===== src/rtl/core/owm_pkg.sv =====
package owm_pkg;

  localparam int unsigned TimeW      = 10;
  localparam int unsigned CfgIndexW  = 3;
  localparam int unsigned QueueDepth = 2;

  typedef enum logic [2:0] {
    CmdTick      = 3'd0,
    CmdReset     = 3'd1,
    CmdWriteBit  = 3'd2,
    CmdReadBit   = 3'd3,
    CmdWriteByte = 3'd4,
    CmdReadByte  = 3'd5
  } command_e;

  typedef enum logic [CfgIndexW-1:0] {
    RegResetLowTime    = 3'd0,
    RegPresenceWait    = 3'd1,
    RegResetRecover    = 3'd2,
    RegSlotLength      = 3'd3,
    RegWriteOneLow     = 3'd4,
    RegWriteZeroLow    = 3'd5,
    RegReadLowTime     = 3'd6,
    RegReadSampleDelay = 3'd7
  } cfg_index_e;

  localparam logic [TimeW-1:0] DefResetLowTime    = 10'd480;
  localparam logic [TimeW-1:0] DefPresenceWait    = 10'd70;
  localparam logic [TimeW-1:0] DefResetRecover    = 10'd410;
  localparam logic [TimeW-1:0] DefSlotLength      = 10'd70;
  localparam logic [TimeW-1:0] DefWriteOneLow     = 10'd6;
  localparam logic [TimeW-1:0] DefWriteZeroLow    = 10'd60;
  localparam logic [TimeW-1:0] DefReadLowTime     = 10'd6;
  localparam logic [TimeW-1:0] DefReadSampleDelay = 10'd9;

  // Decoded tick as it travels from the front to the back
  typedef struct packed {
    logic       is_op;
    logic       is_rst;
    logic       is_read;
    logic       is_byte;
    logic [7:0] wdata;
    logic       line;
  } item_t;

  typedef struct packed {
    logic       drive_low;
    logic       busy;
    logic       done;
    logic       presence;
    logic [7:0] read_data;
    logic       refused;
  } res_t;

endpackage


===== src/rtl/core/owm_fifo.sv =====
module owm_fifo #(
  parameter int unsigned DEPTH = owm_pkg::QueueDepth,
  parameter int unsigned WIDTH = 8
) (
  input  logic             clk_i,
  input  logic             rst_ni,
  input  logic             push_i,
  input  logic [WIDTH-1:0] data_i,
  output logic             full_o,
  input  logic             pop_i,
  output logic [WIDTH-1:0] data_o,
  output logic             empty_o
);

  localparam int unsigned PtrW = (DEPTH > 1) ? $clog2(DEPTH) : 1;
  localparam int unsigned CntW = $clog2(DEPTH + 1);

  logic [WIDTH-1:0] mem_q [DEPTH];
  logic [PtrW-1:0]  wr_ptr_q, wr_ptr_d, rd_ptr_q, rd_ptr_d;
  logic [CntW-1:0]  count_q, count_d;
  logic             do_push, do_pop;

  assign full_o  = (count_q == CntW'(DEPTH));
  assign empty_o = (count_q == '0);
  assign data_o  = mem_q[rd_ptr_q];
  assign do_push = push_i && !full_o;
  assign do_pop  = pop_i && !empty_o;

  always_comb begin
    wr_ptr_d = wr_ptr_q;
    rd_ptr_d = rd_ptr_q;
    count_d  = count_q;
    if (do_push) begin
      wr_ptr_d = (wr_ptr_q == PtrW'(DEPTH - 1)) ? '0 : wr_ptr_q + PtrW'(1);
    end
    if (do_pop) begin
      rd_ptr_d = (rd_ptr_q == PtrW'(DEPTH - 1)) ? '0 : rd_ptr_q + PtrW'(1);
    end
    case ({do_push, do_pop})
      2'b10:   count_d = count_q + CntW'(1);
      2'b01:   count_d = count_q - CntW'(1);
      default: count_d = count_q;
    endcase
  end

  always_ff @(posedge clk_i or negedge rst_ni) begin
    if (!rst_ni) begin
      wr_ptr_q <= '0;
      rd_ptr_q <= '0;
      count_q  <= '0;
    end else begin
      wr_ptr_q <= wr_ptr_d;
      rd_ptr_q <= rd_ptr_d;
      count_q  <= count_d;
    end
  end

  always_ff @(posedge clk_i) begin
    if (do_push) begin
      mem_q[wr_ptr_q] <= data_i;
    end
  end

endmodule


===== src/rtl/core/owm_front.sv =====
module owm_front #(
  parameter int unsigned QUEUE_DEPTH = owm_pkg::QueueDepth
) (
  input  logic                 clk_i,
  input  logic                 rst_ni,
  input  logic                 push,
  output logic                 full,
  input  logic [2:0]           command_i,
  input  logic [7:0]           write_data_i,
  input  logic                 line_level_i,
  output owm_pkg::item_t       item_o,
  output logic                 item_empty_o,
  input  logic                 item_pop_i
);

  owm_pkg::item_t item;
  logic [$bits(owm_pkg::item_t)-1:0] item_bits;

  // Classify the command once so the back only sees what it acts on
  always_comb begin
    item.is_op   = command_i inside {owm_pkg::CmdReset, owm_pkg::CmdWriteBit,
                                     owm_pkg::CmdReadBit, owm_pkg::CmdWriteByte,
                                     owm_pkg::CmdReadByte};
    item.is_rst  = (command_i == owm_pkg::CmdReset);
    item.is_read = command_i inside {owm_pkg::CmdReadBit, owm_pkg::CmdReadByte};
    item.is_byte = command_i inside {owm_pkg::CmdWriteByte, owm_pkg::CmdReadByte};
    if (item.is_read) begin
      item.wdata = '0;
    end else if (item.is_byte) begin
      item.wdata = write_data_i;
    end else begin
      item.wdata = {7'b0, write_data_i[0]};
    end
    item.line = line_level_i;
  end

  owm_fifo #(
    .DEPTH (QUEUE_DEPTH),
    .WIDTH ($bits(owm_pkg::item_t))
  ) u_cmd_fifo (
    .clk_i   (clk_i),
    .rst_ni  (rst_ni),
    .push_i  (push),
    .data_i  (item),
    .full_o  (full),
    .pop_i   (item_pop_i),
    .data_o  (item_bits),
    .empty_o (item_empty_o)
  );

  assign item_o = owm_pkg::item_t'(item_bits);

endmodule


===== src/rtl/core/owm_back.sv =====
module owm_back #(
  parameter int unsigned QUEUE_DEPTH = owm_pkg::QueueDepth
) (
  input  logic                         clk_i,
  input  logic                         rst_ni,
  input  owm_pkg::item_t               item_i,
  input  logic                         item_empty_i,
  output logic                         item_pop_o,
  input  logic                         cfg_valid_i,
  output logic                         cfg_ready_o,
  input  logic [owm_pkg::CfgIndexW-1:0] cfg_index_i,
  input  logic [owm_pkg::TimeW-1:0]    cfg_data_i,
  output owm_pkg::res_t                res_o,
  output logic                         empty,
  input  logic                         pop
);

  localparam int unsigned TW = owm_pkg::TimeW;

  localparam logic [2:0] PhIdle       = 3'd0;
  localparam logic [2:0] PhRstLow     = 3'd1;
  localparam logic [2:0] PhRstWait    = 3'd2;
  localparam logic [2:0] PhRstRecover = 3'd3;
  localparam logic [2:0] PhSlot       = 3'd4;

  logic [TW-1:0] rst_low_q, pres_wait_q, rst_rec_q, slot_len_q;
  logic [TW-1:0] w1_low_q, w0_low_q, rd_low_q, rd_delay_q;

  logic [2:0]    phase_q, phase_d;
  logic [TW-1:0] tc_q, tc_d;
  logic [2:0]    bit_q, bit_d;
  logic [7:0]    shift_q, shift_d;
  logic          byte_q, byte_d;
  logic          read_q, read_d;
  logic          pres_q, pres_d;

  logic [TW-1:0] last, low;
  logic [TW:0]   sample_sum;
  logic [TW-1:0] sample_at;
  logic          res_full, step;
  owm_pkg::res_t res;
  logic [$bits(owm_pkg::res_t)-1:0] res_bits;

  assign step        = !item_empty_i && !res_full;
  assign item_pop_o  = step;
  assign cfg_ready_o = 1'b1;

  always_comb begin
    phase_d = phase_q;
    tc_d    = tc_q;
    bit_d   = bit_q;
    shift_d = shift_q;
    byte_d  = byte_q;
    read_d  = read_q;
    pres_d  = pres_q;
    res     = '0;
    last    = '0;
    low     = '0;
    sample_sum = '0;
    sample_at  = '0;

    // Start a new operation, or refuse the request while one runs
    if (phase_q == PhIdle) begin
      if (item_i.is_op) begin
        tc_d  = '0;
        bit_d = '0;
        if (item_i.is_rst) begin
          phase_d = PhRstLow;
          pres_d  = 1'b0;
        end else begin
          phase_d = PhSlot;
          read_d  = item_i.is_read;
          byte_d  = item_i.is_byte;
          shift_d = item_i.wdata;
        end
      end
    end else begin
      res.refused = item_i.is_op;
    end

    case (phase_d)
      PhIdle: begin
      end
      PhRstLow: begin
        res.drive_low = 1'b1;
        tc_d = tc_d + TW'(1);
        if (tc_d >= rst_low_q) begin
          phase_d = PhRstWait;
          tc_d    = '0;
        end
      end
      PhRstWait: begin
        if (tc_d >= pres_wait_q) begin
          pres_d = !item_i.line;
          tc_d   = '0;
          if (rst_rec_q == '0) begin
            phase_d  = PhIdle;
            res.done = 1'b1;
          end else begin
            phase_d = PhRstRecover;
          end
        end else begin
          tc_d = tc_d + TW'(1);
        end
      end
      PhRstRecover: begin
        tc_d = tc_d + TW'(1);
        if (tc_d >= rst_rec_q) begin
          phase_d  = PhIdle;
          tc_d     = '0;
          res.done = 1'b1;
        end
      end
      PhSlot: begin
        last = (slot_len_q == '0) ? '0 : slot_len_q - TW'(1);
        if (read_d) begin
          low = rd_low_q;
        end else begin
          low = shift_d[0] ? w1_low_q : w0_low_q;
        end
        res.drive_low = (tc_d < low);
        // Clamp the read sample to the last tick of the slot
        sample_sum = {1'b0, low} + {1'b0, rd_delay_q};
        sample_at  = (sample_sum > {1'b0, last}) ? last : sample_sum[TW-1:0];
        if (read_d && (tc_d == sample_at)) begin
          shift_d = {item_i.line, shift_d[7:1]};
        end
        if (tc_d >= last) begin
          if (!read_d) begin
            shift_d = {1'b0, shift_d[7:1]};
          end
          tc_d = '0;
          if (byte_d && (bit_d != 3'd7)) begin
            bit_d = bit_d + 3'd1;
          end else begin
            phase_d  = PhIdle;
            bit_d    = '0;
            res.done = 1'b1;
            if (read_d) begin
              res.read_data = byte_d ? shift_d : {7'b0, shift_d[7]};
            end
          end
        end else begin
          tc_d = tc_d + TW'(1);
        end
      end
      default: begin
        phase_d = PhIdle;
      end
    endcase

    res.busy     = (phase_d != PhIdle);
    res.presence = pres_d;
  end

  always_ff @(posedge clk_i or negedge rst_ni) begin
    if (!rst_ni) begin
      phase_q <= PhIdle;
      tc_q    <= '0;
      bit_q   <= '0;
      shift_q <= '0;
      byte_q  <= 1'b0;
      read_q  <= 1'b0;
      pres_q  <= 1'b0;
    end else if (step) begin
      phase_q <= phase_d;
      tc_q    <= tc_d;
      bit_q   <= bit_d;
      shift_q <= shift_d;
      byte_q  <= byte_d;
      read_q  <= read_d;
      pres_q  <= pres_d;
    end
  end

  always_ff @(posedge clk_i or negedge rst_ni) begin
    if (!rst_ni) begin
      rst_low_q  <= owm_pkg::DefResetLowTime;
      pres_wait_q <= owm_pkg::DefPresenceWait;
      rst_rec_q  <= owm_pkg::DefResetRecover;
      slot_len_q <= owm_pkg::DefSlotLength;
      w1_low_q   <= owm_pkg::DefWriteOneLow;
      w0_low_q   <= owm_pkg::DefWriteZeroLow;
      rd_low_q   <= owm_pkg::DefReadLowTime;
      rd_delay_q <= owm_pkg::DefReadSampleDelay;
    end else if (cfg_valid_i && cfg_ready_o) begin
      case (cfg_index_i)
        owm_pkg::RegResetLowTime:    rst_low_q   <= cfg_data_i;
        owm_pkg::RegPresenceWait:    pres_wait_q <= cfg_data_i;
        owm_pkg::RegResetRecover:    rst_rec_q   <= cfg_data_i;
        owm_pkg::RegSlotLength:      slot_len_q  <= cfg_data_i;
        owm_pkg::RegWriteOneLow:     w1_low_q    <= cfg_data_i;
        owm_pkg::RegWriteZeroLow:    w0_low_q    <= cfg_data_i;
        owm_pkg::RegReadLowTime:     rd_low_q    <= cfg_data_i;
        owm_pkg::RegReadSampleDelay: rd_delay_q  <= cfg_data_i;
        default: begin
        end
      endcase
    end
  end

  owm_fifo #(
    .DEPTH (QUEUE_DEPTH),
    .WIDTH ($bits(owm_pkg::res_t))
  ) u_res_fifo (
    .clk_i   (clk_i),
    .rst_ni  (rst_ni),
    .push_i  (step),
    .data_i  (res),
    .full_o  (res_full),
    .pop_i   (pop),
    .data_o  (res_bits),
    .empty_o (empty)
  );

  assign res_o = owm_pkg::res_t'(res_bits);

endmodule


===== src/rtl/core/one_wire_master_timing_core.sv =====
// 1-Wire bus master, one microsecond tick per request.
// Each tick taken steps the bit-timing state machine once; results go to a result queue.
// Throughput: one tick per cycle while a tick is queued and the result queue has room.
// Each side has a QUEUE_DEPTH entry queue, so either side may stall on its own.
// Reset (rst_ni low, asynchronous): queues empty, bus idle, timing registers at defaults.
module one_wire_master_timing_core #(
  parameter int unsigned QUEUE_DEPTH = owm_pkg::QueueDepth
) (
  input  logic                          clk_i,
  input  logic                          rst_ni,
  input  logic                          push,
  output logic                          full,
  input  logic [2:0]                    command_i,
  input  logic [7:0]                    write_data_i,
  input  logic                          line_level_i,
  output logic                          empty,
  input  logic                          pop,
  output logic                          drive_low_o,
  output logic                          busy_res_o,
  output logic                          done_res_o,
  output logic                          presence_o,
  output logic [7:0]                    read_data_o,
  output logic                          refused_o,
  input  logic                          cfg_valid_i,
  output logic                          cfg_ready_o,
  input  logic [owm_pkg::CfgIndexW-1:0] cfg_index_i,
  input  logic [owm_pkg::TimeW-1:0]     cfg_data_i
);

  owm_pkg::item_t item;
  owm_pkg::res_t  res;
  logic           item_empty, item_pop;

  owm_front #(
    .QUEUE_DEPTH (QUEUE_DEPTH)
  ) u_front (
    .clk_i        (clk_i),
    .rst_ni       (rst_ni),
    .push         (push),
    .full         (full),
    .command_i    (command_i),
    .write_data_i (write_data_i),
    .line_level_i (line_level_i),
    .item_o       (item),
    .item_empty_o (item_empty),
    .item_pop_i   (item_pop)
  );

  owm_back #(
    .QUEUE_DEPTH (QUEUE_DEPTH)
  ) u_back (
    .clk_i        (clk_i),
    .rst_ni       (rst_ni),
    .item_i       (item),
    .item_empty_i (item_empty),
    .item_pop_o   (item_pop),
    .cfg_valid_i  (cfg_valid_i),
    .cfg_ready_o  (cfg_ready_o),
    .cfg_index_i  (cfg_index_i),
    .cfg_data_i   (cfg_data_i),
    .res_o        (res),
    .empty        (empty),
    .pop          (pop)
  );

  assign drive_low_o = res.drive_low;
  assign busy_res_o  = res.busy;
  assign done_res_o  = res.done;
  assign presence_o  = res.presence;
  assign read_data_o = res.read_data;
  assign refused_o   = res.refused;

endmodule

===== config.mk =====
export PLATFORM = sky130hd
export DESIGN_NAME = one_wire_master_timing_core
export DESIGN_NICKNAME = d
export VERILOG_FILES = /design/src/rtl/core/owm_pkg.sv /design/src/rtl/core/owm_fifo.sv /design/src/rtl/core/owm_front.sv /design/src/rtl/core/owm_back.sv /design/src/rtl/core/one_wire_master_timing_core.sv
export SDC_FILE = /design/constraint.sdc
export NUM_CORES = 1
export LEC_CHECK = 0
export BUFFER_PORTS_ARGS = -buffer_cell sky130_fd_sc_hd__buf_2
export CAP_MARGIN = 25
export CORE_ASPECT_RATIO = 0.8
export CORE_UTILIZATION = 60
export CTS_CLUSTER_DIAMETER = 120
export DETAILED_ROUTE_END_ITERATION = 10
export GPL_ROUTABILITY_DRIVEN = 0
export GPL_TIMING_DRIVEN = 0
export MAX_ROUTING_LAYER = met4
export PLACE_DENSITY_LB_ADDON = 0.08
export SKIP_CTS_REPAIR_TIMING = 1
export SYNTH_ARGS = -nofsm -noshare
export SYNTH_HDL_FRONTEND = slang
export SYNTH_HIERARCHICAL = 1
export SYNTH_SLANG_ARGS = --single-unit

===== constraint.sdc =====
create_clock -name clk_i -period 7.5 [get_ports clk_i]
set_input_delay 1.5 -clock clk_i [delete_from_list [all_inputs] [get_ports clk_i]]
set_output_delay 1.5 -clock clk_i [all_outputs]
set_load 0.02 [all_outputs]

==> results of run 1 <==
==> flip-flops by register name (all words and copies together), names as in the netlist, 3 cells and up <==
register / count
u_back/shift_q: 8
u_back/slot_len_q: 10
u_front/u_cmd_fifo/mem_q: 26
u_back/w1_low_q: 10
u_back/w0_low_q: 10
u_back/bit_q: 3
u_back/rd_delay_q: 10
u_back/pres_wait_q: 10
u_back/tc_q: 10
u_back/rd_low_q: 10
u_back/u_res_fifo/mem_q: 26
u_back/rst_low_q: 10
u_back/phase_q: 3
u_back/rst_rec_q: 10
==> through the flow <==
stage	hold slack, ps	util	setup TNS, ps
global placement	463.6	0.6536	-13790
detailed placement	479.7	0.6578	-12780
floorplan	449.6	-	0
global route	517.7	0.7020	0
finish	495.7	0.7020	0
CTS	494.6	0.6960	-14030
==> layer usage <==
layer	routed length (um)	share of wire	GRT usage	vias up
met5	0	0	-	-
met4	235	0.0099	0.07552	0
met3	1946	0.082	0.06109	18
met2	9688	0.41	0.3798	294
met1	11920	0.50	0.4729	3593
li1	-	-	-	3592
==> cell usage in the layout, fill, tap and decap left out, types with 14 or more instances in the layout <==
master	Yosys	layout
clkbuf_16	0	17
mux2_2	88	88
dfrtp_1	90	90
nor3_1	14	14
ha_1	76	76
inv_1	65	65
a21oi_1	47	47
dfstp_2	25	25
buf_2	0	44
and2_1	17	17
xnor2_1	19	19
nor2_1	57	57
nand3_1	27	27
nand4_1	14	14
nand2_1	74	74
mux2i_1	26	24
clkbuf_1	24	20
o21ai_0	59	58
edfxtp_1	52	52
==> kinds of logic (layout without fill, tap and decap cells) <==
logic type	Yosys count	in the layout	share of synthesized area
other	1	1	0.0003757
AND/OR/NAND/NOR	259	259	0.1316
adder cells (fa/ha/maj)	77	77	0.09727
flip-flops	167	167	0.4479
multiplexers	115	115	0.1265
AO/OA/AOI/OAI	196	196	0.1285
buffers and inverters	95	182	0.03986
XOR/XNOR	32	32	0.02808
==> worst register-to-register path, delay by kind of cell, from the launching register on <==
kind | cells | cell delay (ps)
compound gates | 8 | 1870
xor+xnor | 1 | 250
fa+ha+maj | 2 | 750
buf+inv | 5 | 1170
flops | 1 | 470
mux | 4 | 1160
simple gates | 6 | 1260
==> power groups by stage <==
stage          registers, uW  clock network, uW  logic (uW)
2_1_floorplan           1370                  0        2220
3_3_place_gp            1400                  0        2860
3_5_place_dp            1410                  0        2920
4_1_cts                 1400                916        2950
5_1_grt                 1430                959        3360
6_report                1400                902        3070
==> final cells by class <==
cell class / instances / area, um2
Multi-Input combinational cell: 680 / 5144
Fill cell: 1228 / 4770
Sequential cell: 167 / 4471
Clock buffer: 18 / 429.2
Timing Repair Buffer: 55 / 330.3
Tap cell: 215 / 269.0
Inverter: 65 / 244.0
Clock inverter: 14 / 181.4
Buffer: 30 / 167.7
==> final timing paths <==
| kind | to | slack, ps |
|---|---|---|
| max reg2reg | u_back/u_res_fifo/mem_q[0][1]$_DFFE_PP_ | 310 |
| min reg2reg | u_front/u_cmd_fifo/wr_ptr_q$_DFFE_PN0P_ | 500 |
| min | u_front/u_cmd_fifo/wr_ptr_q$_DFFE_PN0P_ | 500 |
| max in group asynchronous | u_back/rst_low_q[6]$_DFFE_PN1P_ | 5740 |
| max | u_back/u_res_fifo/mem_q[0][1]$_DFFE_PP_ | 310 |
| min in group asynchronous | u_back/u_res_fifo/count_q[1]$_DFFE_PN0P_ | 990 |
==> metrics.cfg, run 1 <==
[sta]
hold_violations=0
fin_ws_ps=310.3
tightest_slew_ps=853.4
finalCritPeriodShare=0.9586
finalSetupViolations=0
finalCriticalPeriod_ps=7190
rsz0062_at_grt=no
max_freq_ghz=0.1391
finClkSkew_ps=9.833
slew_headroom=0.4267
final_max_slew_viol_count=0

[die]
core_area_um2=16010
dieHeight_um=117.4
design.die.area_um2=17160
placementRows=41
initial_core_util=0.6237
die_x_um=146.2
io_pins=46

[global_route]
grt_pass1_wl_mm=37.87
track_usage=0.2981
grt_pass1_vias=6854
grt_max_degree=74
antenna_found_initial=0
overflow=0

[detailed_routing]
dr.pass1.iters=6
dr.first_iter.drc_count=786
routed_wl_mm=23.79
viasPerCell=6.027
drtAntennaViolNets=0
drc=0
via_count=7497
avgRoutedWirePerCell_um=19.12

[critical_path]
crit_family=compound AO/OA/AOI/OAI gates
worstReg2RegStart=u_front/u_cmd_fifo/rd_ptr_q$_DFFE_PN0P_
crit_start=u_front/u_cmd_fifo/rd_ptr_q$_DFFE_PN0P_
cp_max_fo=10
endpoint_kind=flip-flop
cp_num_cells=26
crit_buf_inv=5
max_stage_delay_ps=470
critical-path-slowest-cell=dfrtp_1
crit_type=flip-flop to flip-flop
arrival_ps=7350
reg2regPathDepth=26
start_kind=flip-flop
critPathRequiredTime_ps=7660

[placed_design]
post-place-ws_ps=-671.4
dp_hpwl_mm=17.28
place_area_um2=10530
dp.cells=1205
portBuffers=42

[power]
p_per_area_nw_per_um2=477.9
power.net_switching_uw=2380
vdd_drop_max_mv=0.2501
switching_share=0.4432
p_comb_frac=0.572
internal_power_uw=2990
seqPwrFrac=0.260
power_frac_clock=0.168
power_uw=5370
leakagePower_uw=0.004876

[synth]
synth_top_cell_area_share=0.2256
syn_area_um2=9982
syn-instance-count=942
synth_flop_cell=dfrtp_1
async_reset_ff_frac=0.6886
avgSynthCellArea_um2=10.60
synth_area_leaders=dfrtp_1 23%, edfxtp_1 16%, mux2_2 9.9%
netlist-cell-type-count=70
synth_largest_area_cell=dfrtp_1
ys_ff_latch=167
synth_edf_count=52
yosysMostFrequentCell=dfrtp_1
synth_fp_nets=1049
ys_seq_area_frac=0.4479
ys_top_cells_by_count=90 x dfrtp_1, 88 x mux2_2, 76 x ha_1
yosysWarnings=6

[status]
outcome=finished, final reports clean

[clock_network]
clock_latency_ps=430
clkTransAtPathRegs_ps=70
tritoncts=done
cts.sinks=167
numCtsBuffers=17
cts_buffer_depth=2
clockRootBuffer=clkbuf_16
htreeDepth=4

[final_layout]
diodes=0
final_nets=1123
final_cells=1244
areaGrowthSynthToFinish_pct=12.56
drive_above_1_share=0.2206
design_area_um2=11240

[min_path]
hold_class=flip-flop to flip-flop
holdCritStartpoint=u_front/u_cmd_fifo/wr_ptr_q$_DFFE_PN0P_
hold_depth=1

[run]
cap_violations=0

Power figures use the tool's default switching activity.
==> inputs of run 2 (changes only) <==
--- a/config.mk
+++ b/config.mk
@@ -8,10 +8,9 @@
 export BUFFER_PORTS_ARGS = -buffer_cell sky130_fd_sc_hd__buf_2
 export CAP_MARGIN = 25
 export CORE_ASPECT_RATIO = 0.8
-export CORE_UTILIZATION = 60
+export CORE_UTILIZATION = 40
 export CTS_CLUSTER_DIAMETER = 120
 export DETAILED_ROUTE_END_ITERATION = 10
-export GPL_ROUTABILITY_DRIVEN = 0
 export GPL_TIMING_DRIVEN = 0
 export MAX_ROUTING_LAYER = met4
 export PLACE_DENSITY_LB_ADDON = 0.08
==> run 2 against run 1 <==
  * Global-route usage is 7.9 points lower
  * Sequential share of layout area fell by 0.26 points
  * Combinational power is essentially flat
  * Critical path depth did not move
  * First-iteration DRC count is 26% lower
  * Clock power fell by 7.0%
  * Clock skew grew 4.7 ps
  * Sequential cell count unchanged
  * Via count down 2.7%
  * Die area up 49%
  * Design area up 0.68%
  * Critical path type unchanged
  * Highest routed layer unchanged
==> metrics.cfg, run 2 (synthesized netlist as in run 1, its figures left out) <==
[status]
outcome=finished, final reports clean

[final_layout]
multi_input_area_um2=5165  ; +0.41%
top_regs=u_back/u_res_fifo/mem_q: 26 flops, u_front/u_cmd_fifo/mem_q: 26 flops
areaGrowthSynthToFinish_pct=13.32
final_cell_mix=89 x dfrtp_1, 88 x mux2_2, 76 x ha_1
seqCellArea_um2=4472  ; about the same
final_cells=1344  ; +8.0%
fill_cells=2350  ; +91%
layout_commonest_cell=dfrtp_1
diodes=0  ; unchanged
final_nets=1120  ; -0.27%
drive_above_1_share=0.2222  ; +0.001620

[detailed_routing]
avgRoutedWirePerCell_um=19.40  ; +1.5%
drtAntennaViolNets=0  ; unchanged
routed_wl_mm=26.08  ; +9.6%
dr.first_iter.drc_count=580  ; -26%
viasPerCell=5.425  ; -10%
dr.pass1.iters=4  ; -2
drc=0  ; unchanged
via_count=7291  ; -2.7%

[clock_network]
htreeDepth=4  ; unchanged
cts_buffer_depth=2  ; unchanged
clkTransAtPathRegs_ps=70  ; about the same
cts.sinks=167  ; unchanged
numCtsBuffers=17  ; unchanged
tritoncts=done
clockRootBuffer=clkbuf_16
clock_latency_ps=440  ; about the same

[placed_design]
place.gp.congestion=0.8795
dp_hpwl_mm=19.07  ; +10%
dp.cells=1308  ; +8.5%
portBuffers=42  ; unchanged

[critical_path]
start_kind=flip-flop
cp_max_fo=10  ; unchanged
crit_type=flip-flop to flip-flop
crit_family=compound AO/OA/AOI/OAI gates
crit_buf_inv=5  ; unchanged
max_stage_delay_ps=430  ; -40 ps
reg2regPathDepth=26  ; unchanged
endpoint_kind=flip-flop
cp_num_cells=26  ; unchanged
arrival_ps=7260  ; -90 ps
r2r_end=u_back/u_res_fifo/mem_q[1][1]$_DFFE_PP_
worstReg2RegStart=u_front/u_cmd_fifo/rd_ptr_q$_DFFE_PN0P_
reg2reg_slack_ps=390  ; +80 ps
critPathRequiredTime_ps=7650  ; about the same
critical-path-slowest-cell=dfrtp_2
crit_path_frequent_cell=clkbuf_4

[sta]
hold_violations=0  ; unchanged
slew_headroom=0.4101  ; -0.01661
tightest_slew_ps=880.1  ; +26.68 ps
finalSetupViolations=0  ; unchanged
max_freq_ghz=0.1407  ; +1.1%
finalSetupTns_ps=0  ; unchanged
finalCriticalPeriod_ps=7109  ; -80.79 ps
finClkSkew_ps=14.54  ; +4.711 ps
final_max_slew_viol_count=0  ; unchanged
finalCritPeriodShare=0.9479  ; -0.01077

[die]
design.die.area_um2=25600  ; +49%
core_area_um2=24440  ; +53%
dieHeight_um=143.3  ; +22%
initial_core_util=0.4084  ; -0.2152
io_pins=46  ; unchanged
die_x_um=178.6  ; +22%
placementRows=51  ; +24%

[global_route]
grt_max_degree=67  ; -9.5%
grt_pass1_vias=6584  ; -3.9%
grt_pass1_wl_mm=40.01  ; +5.7%
antenna_found_initial=0  ; unchanged
track_usage=0.2193  ; -0.07883
overflow=0  ; unchanged

[min_path]
hold_class=flip-flop to flip-flop
hold_depth=2  ; +1
holdPathEnd=u_back/byte_q$_DFFE_PN0P_
holdCritStartpoint=u_back/byte_q$_DFFE_PN0P_

[power]
leakagePower_uw=0.004850  ; -0.54%
p_per_area_nw_per_um2=470.9  ; -1.5%
vdd_drop_max_mv=0.2210  ; -12%

[run]
cap_violations=0  ; unchanged

[run 2: routing by layer]
metal | vias up | track usage | share of wire
met5 | - | - | 0
met4 | 0 | 0.05397 | 0.0085
met3 | 12 | 0.02989 | 0.039
met2 | 147 | 0.2668 | 0.38
met1 | 3559 | 0.3631 | 0.57
li1 | 3573 | - | -
[run 2: where the power goes]
group | switching (uW) | internal (uW) | leakage (uW)
clock | 388 | 451 | 0.000271
sequential | 140 | 1260 | 0.00184
combinational | 1850 | 1240 | 0.00274
total | 2380 | 2950 | 0.00485
[run 2: tightest hold or removal path, cell delays in order (launching register included)]
cell,delay [ps]
dfrtp_1,340
nand2_1,40
o21ai_0,60
[run 2: stage by stage]
step                  util  total power, uW  setup WS (ps)  hold WS, ps  area [um2]
floorplan                -             3590          915.3        449.6        9982
global placement    0.4333             4367         -880.7        464.4       10590
detailed placement  0.4365             4392         -848.0        477.7       10670
CTS                 0.4590             5255         -882.1        490.5       11220
global route        0.4629             5753         -22.21        503.2       11310
finish              0.4629             5327          391.1        487.5       11310
[run 2: how the worst max path moves through the flow]
stage / start / to / slack, ps
floorplan: u_front/u_cmd_fifo/rd_ptr_q$_DFFE_PN0P_ / u_back/u_res_fifo/mem_q[0][4]$_DFFE_PP_ / 920
global placement: u_front/u_cmd_fifo/rd_ptr_q$_DFFE_PN0P_ / u_back/u_res_fifo/mem_q[0][4]$_DFFE_PP_ / -880
detailed placement: u_front/u_cmd_fifo/rd_ptr_q$_DFFE_PN0P_ / u_back/u_res_fifo/mem_q[0][4]$_DFFE_PP_ / -850
CTS: u_front/u_cmd_fifo/rd_ptr_q$_DFFE_PN0P_ / u_back/u_res_fifo/mem_q[0][4]$_DFFE_PP_ / -880
global route: u_front/u_cmd_fifo/rd_ptr_q$_DFFE_PN0P_ / u_back/u_res_fifo/mem_q[1][1]$_DFFE_PP_ / -20
finish: u_front/u_cmd_fifo/rd_ptr_q$_DFFE_PN0P_ / u_back/u_res_fifo/mem_q[1][1]$_DFFE_PP_ / 390
[run 2: layout make-up]
cell class                      instances  share of cell area
Buffer                                 30             0.01504
Clock buffer                           21             0.04104
Clock inverter                         11            0.007632
Inverter                               65             0.02157
Multi-Input combinational cell        680              0.4566
Sequential cell                       167              0.3953
Tap cell                              318             0.03517
Timing Repair Buffer                   52             0.02765
